### src/hw/rtl/bjeru_pkg.sv
`default_nettype none

package bjeru_pkg;

    // Default parameter values
    localparam int CORDIC_STEPS_DEF = 16;
    localparam int ENTRY_BITS_DEF   = 16;

    // Datapath widths: Q30 vectors with CORDIC growth, Q20 angles
    localparam int VW    = 38;
    localparam int ZW    = 24;
    localparam int IW    = 5;
    localparam int QB    = 34;
    localparam int DCW   = 6;
    localparam int Q30_W = 32;
    localparam int NUM_W = 62;

    localparam logic signed [ZW-1:0] PI_Q20      = 24'sd3294199;
    localparam logic signed [ZW-1:0] HALF_PI_Q20 = 24'sd1647099;
    localparam logic signed [ZW-1:0] PI_Q13      = 24'sd25736;
    localparam logic signed [VW-1:0] GAIN_Q30    = 38'sd652032874;

    // Elementary CORDIC angles atan(2^-i), Q20
    function automatic logic signed [ZW-1:0] atan_q20(input logic [IW-1:0] idx);
        logic signed [ZW-1:0] r;
        unique case (idx)
            5'd0:    r = 24'sd823550;
            5'd1:    r = 24'sd486170;
            5'd2:    r = 24'sd256879;
            5'd3:    r = 24'sd130396;
            5'd4:    r = 24'sd65451;
            5'd5:    r = 24'sd32757;
            5'd6:    r = 24'sd16383;
            5'd7:    r = 24'sd8192;
            5'd8:    r = 24'sd4096;
            5'd9:    r = 24'sd2048;
            5'd10:   r = 24'sd1024;
            5'd11:   r = 24'sd512;
            5'd12:   r = 24'sd256;
            5'd13:   r = 24'sd128;
            5'd14:   r = 24'sd64;
            5'd15:   r = 24'sd32;
            5'd16:   r = 24'sd16;
            5'd17:   r = 24'sd8;
            5'd18:   r = 24'sd4;
            5'd19:   r = 24'sd2;
            5'd20:   r = 24'sd1;
            default: r = 24'sd0;
        endcase
        return r;
    endfunction

    // Round a Q20 angle to Q3.13 and clamp to plus or minus pi
    function automatic logic signed [15:0] round_q13(input logic signed [ZW-1:0] z);
        logic signed [ZW-1:0] t;
        t = (z + 24'sd64) >>> 7;
        if (t > PI_Q13) begin
            t = PI_Q13;
        end else if (t < -PI_Q13) begin
            t = -PI_Q13;
        end
        return t[15:0];
    endfunction

endpackage

`default_nettype wire

### src/hw/rtl/ball_joint_euler_rotation_unit.sv
// Flow: each CORDIC pass is load, CORDIC_STEPS iterations, then finish. Mode 0 runs one pass
//   per updated angle, two for y with a radix-2 divide of QB quotient bits between them
//   (skipped when the divisor is zero). Mode 1 runs one pass; axis three, or mode 0 with
//   every angle held, goes straight to the result beat.
// Throughput: one item at a time; the next beat can be taken in the cycle after the result beat.
// Reset: synchronous active-low aresetn clears held angles, mask_reg and control.
`default_nettype none

module ball_joint_euler_rotation_unit #(
    parameter int CORDIC_STEPS = bjeru_pkg::CORDIC_STEPS_DEF,
    parameter int ENTRY_BITS   = bjeru_pkg::ENTRY_BITS_DEF
) (
    input  wire logic                         aclk,
    input  wire logic                         aresetn,
    input  wire logic                         cfg_valid,
    output logic                              cfg_ready,
    input  wire logic [2:0]                   cfg_data,
    input  wire logic                         s_valid,
    output logic                              s_ready,
    input  wire logic                         s_mode,
    input  wire logic [1:0]                   s_axis,
    input  wire logic [1:0]                   s_order,
    input  wire logic                         s_fixed_also,
    input  wire logic signed [ENTRY_BITS-1:0] s_m00,
    input  wire logic signed [ENTRY_BITS-1:0] s_m01,
    input  wire logic signed [ENTRY_BITS-1:0] s_m02,
    input  wire logic signed [ENTRY_BITS-1:0] s_m12,
    input  wire logic signed [ENTRY_BITS-1:0] s_m22,
    output logic                              m_valid,
    input  wire logic                         m_ready,
    output logic signed [ENTRY_BITS-1:0]      m_e00,
    output logic signed [ENTRY_BITS-1:0]      m_e01,
    output logic signed [ENTRY_BITS-1:0]      m_e02,
    output logic signed [ENTRY_BITS-1:0]      m_e10,
    output logic signed [ENTRY_BITS-1:0]      m_e11,
    output logic signed [ENTRY_BITS-1:0]      m_e12,
    output logic signed [ENTRY_BITS-1:0]      m_e20,
    output logic signed [ENTRY_BITS-1:0]      m_e21,
    output logic signed [ENTRY_BITS-1:0]      m_e22,
    output logic signed [15:0]                m_angle_z,
    output logic signed [15:0]                m_angle_y,
    output logic signed [15:0]                m_angle_x
);

    localparam int VW  = bjeru_pkg::VW;
    localparam int ZW  = bjeru_pkg::ZW;
    localparam int IW  = bjeru_pkg::IW;
    localparam int QB  = bjeru_pkg::QB;
    localparam int DCW = bjeru_pkg::DCW;
    localparam int QW  = bjeru_pkg::Q30_W;
    localparam int NW  = bjeru_pkg::NUM_W;
    localparam int SH  = 32 - ENTRY_BITS;
    localparam int EB  = ENTRY_BITS;

    localparam logic signed [VW-1:0] ENT_RND =
        VW'(SH == 0 ? 64'sd0 : (64'sd1 <<< (SH - 1)));
    localparam logic signed [VW-1:0] ONE_V = VW'(64'sd1 <<< (EB - 2));
    localparam logic signed [EB-1:0] ONE_E = EB'(64'sd1 <<< (EB - 2));
    localparam logic [IW-1:0]  LAST_IT = IW'(CORDIC_STEPS - 1);
    localparam logic [DCW-1:0] LAST_DC = DCW'(QB - 1);

    localparam logic [2:0] S_IDLE = 3'd0;
    localparam logic [2:0] S_LOAD = 3'd1;
    localparam logic [2:0] S_RUN  = 3'd2;
    localparam logic [2:0] S_FIN  = 3'd3;
    localparam logic [2:0] S_DIV  = 3'd4;
    localparam logic [2:0] S_OUT  = 3'd5;

    localparam logic [2:0] P_ZATAN = 3'd0;
    localparam logic [2:0] P_YSC   = 3'd1;
    localparam logic [2:0] P_YATAN = 3'd2;
    localparam logic [2:0] P_XATAN = 3'd3;
    localparam logic [2:0] P_EMIT  = 3'd4;

    // Registers
    logic [2:0]              state_reg, state_next;
    logic [2:0]              phase_reg, phase_next;
    logic [2:0]              mask_reg, mask_next;
    logic signed [15:0]      held_reg [3];
    logic signed [15:0]      held_next [3];
    logic [1:0]              axis_reg, axis_next;
    logic [1:0]              order_reg, order_next;
    logic                    upd_y_reg, upd_y_next;
    logic                    upd_x_reg, upd_x_next;
    logic signed [QW-1:0]    m00_reg, m00_next;
    logic signed [QW-1:0]    m01_reg, m01_next;
    logic signed [QW-1:0]    m02_reg, m02_next;
    logic signed [QW-1:0]    m12_reg, m12_next;
    logic signed [QW-1:0]    m22_reg, m22_next;
    logic signed [VW-1:0]    x_reg, x_next;
    logic signed [VW-1:0]    y_reg, y_next;
    logic signed [ZW-1:0]    z_reg, z_next;
    logic [IW-1:0]           it_reg, it_next;
    logic                    rot_reg, rot_next;
    logic                    neg_reg, neg_next;
    logic                    zero_reg, zero_next;
    logic [VW-1:0]           rem_reg, rem_next;
    logic [VW-1:0]           den_reg, den_next;
    logic [QB-1:0]           nlo_reg, nlo_next;
    logic [QB-1:0]           quo_reg, quo_next;
    logic                    dneg_reg, dneg_next;
    logic [DCW-1:0]          dc_reg, dc_next;
    logic signed [EB-1:0]    e_reg [9];
    logic signed [EB-1:0]    e_next [9];

    // Combinational helpers
    logic                    take;
    logic                    upd_z_in;
    logic                    upd_y_in;
    logic                    upd_x_in;
    logic signed [EB-1:0]    u_in;
    logic signed [EB-1:0]    u_cur;
    logic signed [VW-1:0]    vy;
    logic signed [VW-1:0]    vx;
    logic signed [VW-1:0]    qs;
    logic signed [15:0]      ang;
    logic signed [ZW-1:0]    za;
    logic signed [VW-1:0]    dx;
    logic signed [VW-1:0]    dy;
    logic signed [ZW-1:0]    at;
    logic                    down;
    logic signed [VW-1:0]    cs_c;
    logic signed [VW-1:0]    cs_s;
    logic [VW-1:0]           abs_c;
    logic [VW-1:0]           abs_s;
    logic                    use_c;
    logic signed [QW-1:0]    num_m;
    logic [QW-1:0]           num_abs;
    logic [NW-1:0]           num_full;
    logic [VW-1:0]           den_sel;
    logic signed [15:0]      ang_res;
    logic [VW-1:0]           r2;
    logic                    qbit;
    logic signed [EB-1:0]    cr;
    logic signed [EB-1:0]    sr;
    logic signed [EB-1:0]    ce;
    logic signed [EB-1:0]    se;

    // Round a Q30 value to an entry and clamp to plus or minus one
    function automatic logic signed [EB-1:0] to_entry(input logic signed [VW-1:0] v);
        logic signed [VW-1:0] t;
        t = (v + ENT_RND) >>> SH;
        if (t > ONE_V) begin
            t = ONE_V;
        end else if (t < -ONE_V) begin
            t = -ONE_V;
        end
        return t[EB-1:0];
    endfunction

    assign cfg_ready = 1'b1;
    assign s_ready   = (state_reg == S_IDLE);
    assign m_valid   = (state_reg == S_OUT);
    assign take      = s_valid && s_ready;

    assign upd_z_in = s_fixed_also || !mask_reg[0];
    assign upd_y_in = s_fixed_also || !mask_reg[1];
    assign upd_x_in = s_fixed_also || !mask_reg[2];
    assign u_in     = (s_order == 2'd0) ? ONE_E : '0;
    assign u_cur    = (order_reg == 2'd0) ? ONE_E : '0;

    // Select the CORDIC job operands by phase
    assign qs = dneg_reg ? -$signed({{(VW-QB){1'b0}}, quo_reg})
                         : $signed({{(VW-QB){1'b0}}, quo_reg});
    always_comb begin
        unique case (phase_reg)
            P_ZATAN: begin
                vy = VW'(m01_reg);
                vx = VW'(m00_reg);
            end
            P_YATAN: begin
                vy = -VW'(m02_reg);
                vx = qs;
            end
            P_XATAN: begin
                vy = VW'(m12_reg);
                vx = VW'(m22_reg);
            end
            default: begin
                vy = '0;
                vx = '0;
            end
        endcase
    end
    assign ang = (phase_reg == P_YSC) ? held_reg[0] : held_reg[axis_reg];
    assign za  = ZW'(ang) <<< 7;

    // Shared CORDIC iteration
    assign dx   = y_reg >>> it_reg;
    assign dy   = x_reg >>> it_reg;
    assign at   = bjeru_pkg::atan_q20(it_reg);
    assign down = rot_reg ? !z_reg[ZW-1] : y_reg[VW-1];

    // Post-pass values
    assign cs_c    = neg_reg ? -x_reg : x_reg;
    assign cs_s    = neg_reg ? -y_reg : y_reg;
    assign abs_c   = cs_c[VW-1] ? VW'(-cs_c) : VW'(cs_c);
    assign abs_s   = cs_s[VW-1] ? VW'(-cs_s) : VW'(cs_s);
    assign use_c   = abs_c > abs_s;
    assign num_m   = use_c ? m00_reg : m01_reg;
    assign num_abs = num_m[QW-1] ? QW'(-num_m) : QW'(num_m);
    assign num_full = {num_abs, 30'b0};
    assign den_sel = use_c ? abs_c : abs_s;
    assign ang_res = zero_reg ? 16'sd0 : bjeru_pkg::round_q13(z_reg);

    // Divider step
    assign r2   = {rem_reg[VW-2:0], nlo_reg[QB-1]};
    assign qbit = (r2 >= den_reg);

    // Rotation entries with the phase shift of the derivative order
    assign cr = to_entry(cs_c);
    assign sr = to_entry(cs_s);
    always_comb begin
        unique case (order_reg)
            2'd1: begin
                ce = -sr;
                se = cr;
            end
            2'd2: begin
                ce = -cr;
                se = -sr;
            end
            2'd3: begin
                ce = sr;
                se = -cr;
            end
            default: begin
                ce = cr;
                se = sr;
            end
        endcase
    end

    // Sequencer
    always_comb begin
        state_next = state_reg;
        phase_next = phase_reg;
        mask_next  = mask_reg;
        for (int i = 0; i < 3; i++) begin
            held_next[i] = held_reg[i];
        end
        for (int i = 0; i < 9; i++) begin
            e_next[i] = e_reg[i];
        end
        axis_next  = axis_reg;
        order_next = order_reg;
        upd_y_next = upd_y_reg;
        upd_x_next = upd_x_reg;
        m00_next   = m00_reg;
        m01_next   = m01_reg;
        m02_next   = m02_reg;
        m12_next   = m12_reg;
        m22_next   = m22_reg;
        x_next     = x_reg;
        y_next     = y_reg;
        z_next     = z_reg;
        it_next    = it_reg;
        rot_next   = rot_reg;
        neg_next   = neg_reg;
        zero_next  = zero_reg;
        rem_next   = rem_reg;
        den_next   = den_reg;
        nlo_next   = nlo_reg;
        quo_next   = quo_reg;
        dneg_next  = dneg_reg;
        dc_next    = dc_reg;

        if (cfg_valid && cfg_ready) begin
            mask_next = cfg_data;
        end

        unique case (state_reg)
            S_IDLE: begin
                if (take) begin
                    axis_next  = s_axis;
                    order_next = s_order;
                    upd_y_next = upd_y_in;
                    upd_x_next = upd_x_in;
                    m00_next   = QW'(s_m00) <<< SH;
                    m01_next   = QW'(s_m01) <<< SH;
                    m02_next   = QW'(s_m02) <<< SH;
                    m12_next   = QW'(s_m12) <<< SH;
                    m22_next   = QW'(s_m22) <<< SH;
                    for (int i = 0; i < 9; i++) begin
                        e_next[i] = '0;
                    end
                    if (!s_mode) begin
                        state_next = S_LOAD;
                        priority if (upd_z_in) begin
                            phase_next = P_ZATAN;
                        end else if (upd_y_in) begin
                            phase_next = P_YSC;
                        end else if (upd_x_in) begin
                            phase_next = P_XATAN;
                        end else begin
                            state_next = S_OUT;
                        end
                    end else if (s_axis == 2'd3) begin
                        e_next[0]  = u_in;
                        e_next[4]  = u_in;
                        e_next[8]  = u_in;
                        state_next = S_OUT;
                    end else begin
                        phase_next = P_EMIT;
                        state_next = S_LOAD;
                    end
                end
            end
            S_LOAD: begin
                it_next    = '0;
                state_next = S_RUN;
                if (phase_reg == P_YSC || phase_reg == P_EMIT) begin
                    rot_next  = 1'b1;
                    zero_next = 1'b0;
                    x_next    = bjeru_pkg::GAIN_Q30;
                    y_next    = '0;
                    priority if (za > bjeru_pkg::HALF_PI_Q20) begin
                        z_next   = za - bjeru_pkg::PI_Q20;
                        neg_next = 1'b1;
                    end else if (za < -bjeru_pkg::HALF_PI_Q20) begin
                        z_next   = za + bjeru_pkg::PI_Q20;
                        neg_next = 1'b1;
                    end else begin
                        z_next   = za;
                        neg_next = 1'b0;
                    end
                end else begin
                    rot_next  = 1'b0;
                    neg_next  = 1'b0;
                    zero_next = (vx == '0) && (vy == '0);
                    if (vx[VW-1]) begin
                        x_next = -vx;
                        y_next = -vy;
                        z_next = vy[VW-1] ? -bjeru_pkg::PI_Q20 : bjeru_pkg::PI_Q20;
                    end else begin
                        x_next = vx;
                        y_next = vy;
                        z_next = '0;
                    end
                end
            end
            S_RUN: begin
                if (down) begin
                    x_next = x_reg - dx;
                    y_next = y_reg + dy;
                    z_next = z_reg - at;
                end else begin
                    x_next = x_reg + dx;
                    y_next = y_reg - dy;
                    z_next = z_reg + at;
                end
                it_next = it_reg + 1'b1;
                if (it_reg == LAST_IT) begin
                    state_next = S_FIN;
                end
            end
            S_FIN: begin
                unique case (phase_reg)
                    P_ZATAN: begin
                        held_next[0] = ang_res;
                        state_next   = S_LOAD;
                        priority if (upd_y_reg) begin
                            phase_next = P_YSC;
                        end else if (upd_x_reg) begin
                            phase_next = P_XATAN;
                        end else begin
                            state_next = S_OUT;
                        end
                    end
                    P_YSC: begin
                        rem_next  = VW'(num_full[NW-1:QB]);
                        nlo_next  = num_full[QB-1:0];
                        den_next  = den_sel;
                        dneg_next = num_m[QW-1] ^ (use_c ? cs_c[VW-1] : cs_s[VW-1]);
                        dc_next   = '0;
                        quo_next  = '0;
                        if (den_sel == '0) begin
                            dneg_next  = 1'b0;
                            phase_next = P_YATAN;
                            state_next = S_LOAD;
                        end else begin
                            state_next = S_DIV;
                        end
                    end
                    P_YATAN: begin
                        held_next[1] = ang_res;
                        if (upd_x_reg) begin
                            phase_next = P_XATAN;
                            state_next = S_LOAD;
                        end else begin
                            state_next = S_OUT;
                        end
                    end
                    P_XATAN: begin
                        held_next[2] = ang_res;
                        state_next   = S_OUT;
                    end
                    default: begin
                        unique case (axis_reg)
                            2'd0: begin
                                e_next[0] = ce;
                                e_next[1] = se;
                                e_next[3] = -se;
                                e_next[4] = ce;
                                e_next[8] = u_cur;
                            end
                            2'd1: begin
                                e_next[0] = ce;
                                e_next[2] = -se;
                                e_next[4] = u_cur;
                                e_next[6] = se;
                                e_next[8] = ce;
                            end
                            default: begin
                                e_next[0] = u_cur;
                                e_next[4] = ce;
                                e_next[5] = se;
                                e_next[7] = -se;
                                e_next[8] = ce;
                            end
                        endcase
                        state_next = S_OUT;
                    end
                endcase
            end
            S_DIV: begin
                rem_next = qbit ? (r2 - den_reg) : r2;
                quo_next = {quo_reg[QB-2:0], qbit};
                nlo_next = {nlo_reg[QB-2:0], 1'b0};
                dc_next  = dc_reg + 1'b1;
                if (dc_reg == LAST_DC) begin
                    phase_next = P_YATAN;
                    state_next = S_LOAD;
                end
            end
            S_OUT: begin
                if (m_ready) begin
                    state_next = S_IDLE;
                end
            end
            default: begin
                state_next = S_IDLE;
            end
        endcase
    end

    // Control state with reset
    always_ff @(posedge aclk) begin
        if (!aresetn) begin
            state_reg <= S_IDLE;
            phase_reg <= P_ZATAN;
            mask_reg  <= '0;
            for (int i = 0; i < 3; i++) begin
                held_reg[i] <= '0;
            end
        end else begin
            state_reg <= state_next;
            phase_reg <= phase_next;
            mask_reg  <= mask_next;
            for (int i = 0; i < 3; i++) begin
                held_reg[i] <= held_next[i];
            end
        end
    end

    // Datapath registers
    always_ff @(posedge aclk) begin
        for (int i = 0; i < 9; i++) begin
            e_reg[i] <= e_next[i];
        end
        axis_reg  <= axis_next;
        order_reg <= order_next;
        upd_y_reg <= upd_y_next;
        upd_x_reg <= upd_x_next;
        m00_reg   <= m00_next;
        m01_reg   <= m01_next;
        m02_reg   <= m02_next;
        m12_reg   <= m12_next;
        m22_reg   <= m22_next;
        x_reg     <= x_next;
        y_reg     <= y_next;
        z_reg     <= z_next;
        it_reg    <= it_next;
        rot_reg   <= rot_next;
        neg_reg   <= neg_next;
        zero_reg  <= zero_next;
        rem_reg   <= rem_next;
        den_reg   <= den_next;
        nlo_reg   <= nlo_next;
        quo_reg   <= quo_next;
        dneg_reg  <= dneg_next;
        dc_reg    <= dc_next;
    end

    // Drive result ports
    assign m_e00     = e_reg[0];
    assign m_e01     = e_reg[1];
    assign m_e02     = e_reg[2];
    assign m_e10     = e_reg[3];
    assign m_e11     = e_reg[4];
    assign m_e12     = e_reg[5];
    assign m_e20     = e_reg[6];
    assign m_e21     = e_reg[7];
    assign m_e22     = e_reg[8];
    assign m_angle_z = held_reg[0];
    assign m_angle_y = held_reg[1];
    assign m_angle_x = held_reg[2];

    // Checks
    a_no_overlap: assert property (@(posedge aclk) disable iff (!aresetn)
        !(s_ready && m_valid))
        else $error("input and result beat offered together");

    a_busy_after_take: assert property (@(posedge aclk) disable iff (!aresetn)
        (s_valid && s_ready) |=> !s_ready)
        else $error("ready right after accepting a beat");

    a_div_nonzero: assert property (@(posedge aclk) disable iff (!aresetn)
        (state_reg == S_DIV) |-> (den_reg != '0))
        else $error("divider running with zero divisor");

    a_run_bound: assert property (@(posedge aclk) disable iff (!aresetn)
        (state_reg == S_RUN) |-> (it_reg <= LAST_IT))
        else $error("CORDIC iteration count overran");

endmodule

`default_nettype wire

### config.mk
export PLATFORM = sky130hd
export DESIGN_NAME = ball_joint_euler_rotation_unit
export DESIGN_NICKNAME = d
export VERILOG_FILES = /design/src/hw/rtl/bjeru_pkg.sv /design/src/hw/rtl/ball_joint_euler_rotation_unit.sv
export SDC_FILE = /design/constraint.sdc
export NUM_CORES = 2
export LEC_CHECK = 0
export ABC_AREA = 1
export ABC_CLOCK_PERIOD_IN_PS = 12700
export BUFFER_PORTS_ARGS = -buffer_cell sky130_fd_sc_hd__buf_4
export CAP_MARGIN = 25
export CORE_MARGIN = 10
export CORE_UTILIZATION = 40
export DETAILED_ROUTE_END_ITERATION = 10
export GPL_TIMING_DRIVEN = 0
export SLEW_MARGIN = 25
export SYNTH_ARGS = -nofsm -noshare
export SYNTH_HDL_FRONTEND = slang
export SYNTH_SLANG_ARGS = --single-unit
### constraint.sdc
create_clock -name aclk -period 12.7 [get_ports aclk]
set_input_delay 0.635 -clock aclk [delete_from_list [all_inputs] [get_ports aclk]]
set_output_delay 0.635 -clock aclk [all_outputs]
set_load 0.01 [all_outputs]
Word level (Yosys, flattened, before mapping). Memory sizes are Yosys's and may differ from the RTL's. A register that Yosys moved wholly into a read port is not among the register bits. Index checks and enable logic that the tools add are counted.

Bitwise logic cells: 4. Shift-type cells: 2. $mul: 0. Eq/ne operators: 25. Mux-type cells: 103. $lt $le $gt $ge: 10. $add $sub $neg: 26. Reductions and logical operators: 28. Div/mod/pow operators: 0.

Operators with widths (number): $mux 38 (12); $mux 16 (23); $mux 144 (2); $pmux 144 s2 (1); $neg 38->38 (6); $pmux 38 s3 (2); $pmux 38 s2 (2); $mux 24 (6); $pmux 34 s2 (2); $logic_not 38->1 (3); $pmux 16 s3 (2); $add 38x17->38 const B (2); $add 38x38->38 (2); $sshr 38x5->38 (2); $sub 38x38->38 (2); $mux 37 (2); $pmux 37 s2 (1); $mux 34 (2); $mux 3 (22); $mux 32 (2); $mux 15 (4); $mux 48 (1); $neg 16->16 (3); $pmux 24 s2 (1); 53 further kinds (91).

Bits in registers: 353. Bits in writable memories: 192. Memories kept: 3. Input bits: 94. Word-level logic and storage cells: 226. Bits in read-only memories: 640. Latch bits: 0.

Memory list: (name not given) (words 32, width 20, rd ports 1, clocked after Yosys merged registers in 1, wr ports 0, line bjeru_pkg.sv:26) `unique case (idx)`; e_reg (words 9, width 16, rd ports 9, clocked after Yosys merged registers in 0, wr ports 9, line ball_joint_euler_rotation_unit.sv:103) `logic signed [EB-1:0] e_reg [9];`; held_reg (words 3, width 16, rd ports 4, clocked after Yosys merged registers in 1, wr ports 3, line ball_joint_euler_rotation_unit.sv:79) `logic signed [15:0] held_reg [3];`.

Longest topological paths before layout.
Depth in word-level cells: 12. Mapped depth: 49.

Worst setup path before layout. No wires, ideal clock.

Path type: register to register. From: reg state_reg[0] (netlist name). To: mem e_reg[0][100] (netlist bit), enable pin. Clock period less this slack: 7.821 ns. Stages on the path, launching flop included: 10. Setup time: 0.419 ns. Buffers on the path: 0. Arrival time: 7.402 ns. Data required time: 12.281 ns. Slack: 4.879 ns. Cells stage by stage: dfxtp_1 -> nor2_1 -> inv_1 -> nor2_1 -> inv_1 -> nor2_1 -> inv_1 -> nand2_1 -> inv_1 -> nor2_1.

RTL lines (line): end: declaration (ball_joint_euler_rotation_unit.sv:103).

Worst setup path in the final report.
From: reg it_reg[3]. To: reg y_reg[35], data pin.

Word-level cells in the longest chain between the ends: 4. Elaborated cells between the ends (all ways): 5. Classes of those cells: add/sub (2); shift (1); mux (2).

RTL lines: start: declaration (line ball_joint_euler_rotation_unit.sv:93) `logic [IW-1:0] it_reg, it_next;`; start signal: assignment (line ball_joint_euler_rotation_unit.sv:483) `it_reg <= it_next;`; $sshr 38x5->38 (*) (line ball_joint_euler_rotation_unit.sv:190) `assign dy = x_reg >>> it_reg;`; $sub 38x38->38 or $add 38x38->38 (tied branches) (line ball_joint_euler_rotation_unit.sv:349, ball_joint_euler_rotation_unit.sv:345); $mux 38 (*) (line ball_joint_euler_rotation_unit.sv:343) `if (down) begin`; $pmux 38 s2 (*) (line ball_joint_euler_rotation_unit.sv:272) `unique case (state_reg)`; via y_next[35] (line ball_joint_euler_rotation_unit.sv:91) `logic signed [VW-1:0] y_reg, y_next;`; end signal: assignment (line ball_joint_euler_rotation_unit.sv:481) `y_reg <= y_next;`; end: declaration (line ball_joint_euler_rotation_unit.sv:91).

Mark *: on every way through the listed nets, which the timed path passes. The rest lies on a longest branch. A chain may end at the register's enable or synchronous reset.

==> reports/metrics.csv <==
stage;metric;value;unit
run_status;status;complete, no violations;
clock_tree;CTS tree;yes;
synthesis;gate count after technology mapping;6664;
worst_setup_path;CP most frequent cell;a21oi_1;
clock_tree;post-cts resize count;0;
global_routing;grt total ovfl;0;
final_layout;fillers;11960;
hold_path;Worst Hold Launch;s_m02[7];
die;Ports;289;
die;row cnt;125;
synthesis;average cell area after synthesis;7.005;sq um
global_routing;first-pass GRT wire length;275800;um
final_layout;share of cells above drive strength 1;0.1016;
detailed_routing;drc violations;0;
detailed_routing;drt first-iter violations;4526;
timing;Slew Viols, Final;0;
synthesis;Seq cells post-synth;530;
detailed_routing;Antenna Violating Nets Remaining;0;
synthesis;Primary FF master, synth;edfxtp_1;
place;gpl congestion;1.066;
place;IO Port Bufs;286;
worst_setup_path;Setup crit start;it_reg[3];
worst_setup_path;Max stage delay on crit path;610;ps
timing;Final Hold Viols;0;
synthesis;share of the yosys chip area belonging to registers;0.3240;
timing;RSZ-0062 raised after global routing;no;
detailed_routing;vias per cell;5.517;
synthesis;Post-Syn Nets;6971;
clock_tree;root buffer cell;clkbuf_16;
detailed_routing;routed len/inst;21.87;um
timing;Period minus WS final;8760;ps
timing;Least-Margin Pin Slew;1120;ps
timing;Final Cycle Share;0.6898;
die;Core ar.;0.1160;sq mm
clock_tree;# Post-CTS Setup Buffers;0;
worst_setup_path;launching point of the worst reg2reg path;it_reg[3];
timing;FMAX;114.2;MHz
synthesis;Post-Syn Area;0.04668;sq mm
clock_tree;CTS Buf Count;67;
detailed_routing;vias;47490;
final_layout;most frequent cells in the layout;nand2_1, inv_1, nor2_1, o21ai_0, edfxtp_1;
flow_run;Max-Cap Viols;0;
worst_setup_path;Arrival @ worst endpoint;9260;ps
final_layout;Layout Area Growth over Synthesis;14.38;%
clock_tree;Clk Latency, worst-skew pair;650;ps
final_layout;most common cell after layout, fill and taps aside;nand2_1;
worst_setup_path;Req. time, crit path;13200;ps
hold_path;type of the most critical hold path;in2reg;
clock_tree;Max H-tree Level;3;
global_routing;vias in the first global route;44700;
detailed_routing;drt pass-1 iters;7;
worst_setup_path;Critical Path Start Type;flop;
die;Initial Utilization;0.4023;
clock_tree;CTS Hold Bufs;0;
synthesis;post-synth cell types;81;
timing;Slew HR;0.2534;
clock_tree;clk slew on worst S/H paths;60;ps
die;die height;361.6;um
final_layout;final antenna diode count;0;
global_routing;GRT Total Usage;0.2743;
timing;setup tns final;0;ps
global_routing;initial antenna violation count;3;
clock_tree;Clock Path Buffers;3;
synthesis;Post-synth EDFFs;451;
synthesis;yosys warns;0;
place;DP Wirelength;155400;um
die;die area;0.1308;sq mm
worst_setup_path;Setup crit end kind;flop;
worst_setup_path;kind of critical path;reg2reg;
global_routing;pin count of the biggest net entering global routing;51;
timing;Worst Skew;38.99;ps
worst_setup_path;critical path fanouts, max;10;
final_layout;final net count;7341;
synthesis;FFs w/ async S/R, synth;0;
detailed_routing;final wirelength;188300;um
clock_tree;clock sinks;530;
worst_setup_path;Critical-path top delay cell;buf_1;
timing;Final setup viols;0;
final_layout;max reg flops;141;
die;Die Wd;361.6;um
-- critical path, delay by kind of cell (launching register included) --
| family | cells | cell delay (ps) |
|---|---|---|
| compound gates | 14 | 4050 |
| buf+inv | 10 | 2620 |
| simple gates | 5 | 860 |
| xor+xnor | 2 | 370 |
| flops | 1 | 360 |
| fa+ha+maj | 1 | 340 |
-- synth_stat cells, drive strengths merged, types with 5 or more instances --
library cell	count	area (sq um)
o22ai	32	200.2
o21ai	703	3530
o2111ai	8	70.07
dfxtp	79	1582
a21oi	434	2176
o21a	31	232.7
o31ai	19	142.6
ha	209	2615
nor3	117	645.6
nor3b	8	65.06
a21o	14	105.1
nand3	389	2074
and2	5	31.28
inv	914	3433
xor2	211	1848
mux2i	103	1031
or2	37	231.5
clkbuf	127	476.7
o221ai	5	43.79
o211ai	32	255.3
nand4	100	638.1
nor4	21	137.6
nand2	1494	5853
a211oi	6	45.04
a22oi	12	90.09
a32o	5	50.05
a311oi	6	52.55
nand3b	16	136.4
nor2	810	3324
buf	93	574.3
a31oi	32	200.2
xnor2	85	744.5
edfxtp	451	13540
a21boi	11	82.58
a221oi	7	61.31
-- worst paths after layout --
kind,to,slack [ps],cells after the start
worst min register to register,upd_x_reg,500,1
worst max-delay path,y_reg[35],3940,32
worst max register to register,y_reg[35],3940,32
worst min-delay path,m02_reg[23],160,1
-- layer usage --
layer / GRT usage / routed length [um] / up-vias / part of all wire
met2: 0.4474 / 85300 / 1906 / 0.45
met4: 0.1424 / 11120 / 0 / 0.059
li1: - / - / 23000 / -
met3: 0.03799 / 13530 / 389 / 0.072
met1: 0.3518 / 78310 / 22200 / 0.42
met5: 0 / 0 / - / 0
-- area by class of cell --
cell class | count | area (sq um) | area share
multi-input cells | 4997 | 27160 | 0.5086
repair buffers | 301 | 2490 | 0.04663
plain buffers | 220 | 1054 | 0.01973
inverters | 917 | 3446 | 0.06453
flip-flops and latches | 530 | 15120 | 0.2833
clock inverters | 37 | 384.1 | 0.007194
clock buffers | 82 | 1836 | 0.03438
well taps | 1524 | 1907 | 0.03571
-- per-stage QoR --
step / worst slack (ps) / hold WS [ps] / util / cell area [sq um] / instances
after floorplan: 4879 / 451.3 / - / 46680 / 6664
after global placement: 168.3 / 475.4 / 0.4372 / 50740 / 8474
after detailed placement: 4407 / 476.6 / 0.4410 / 51180 / 8489
after CTS: 4359 / 126.0 / 0.4601 / 53400 / 8608
after global routing: 3644 / 139.1 / 0.4601 / 53400 / 8608
final: 3940 / 158.2 / 0.4601 / 53400 / 8608
-- logic make-up after synthesis --
family                     after synthesis  share of synthesized area
adders and majority gates              213                    0.05773
muxes                                  103                    0.02208
xor gates and xnor gates               296                    0.05553
DFF                                    530                     0.3240
and+or+nand+nor                       3001                     0.2820
other                                    1                 0.00008033
AOI/OAI and AO/OA                     1383                     0.1622
buffers and inverters                 1137                    0.09633
Power is not shown: default switching activity piles up to over one toggle a cycle in this logic, so the estimate is an artifact.
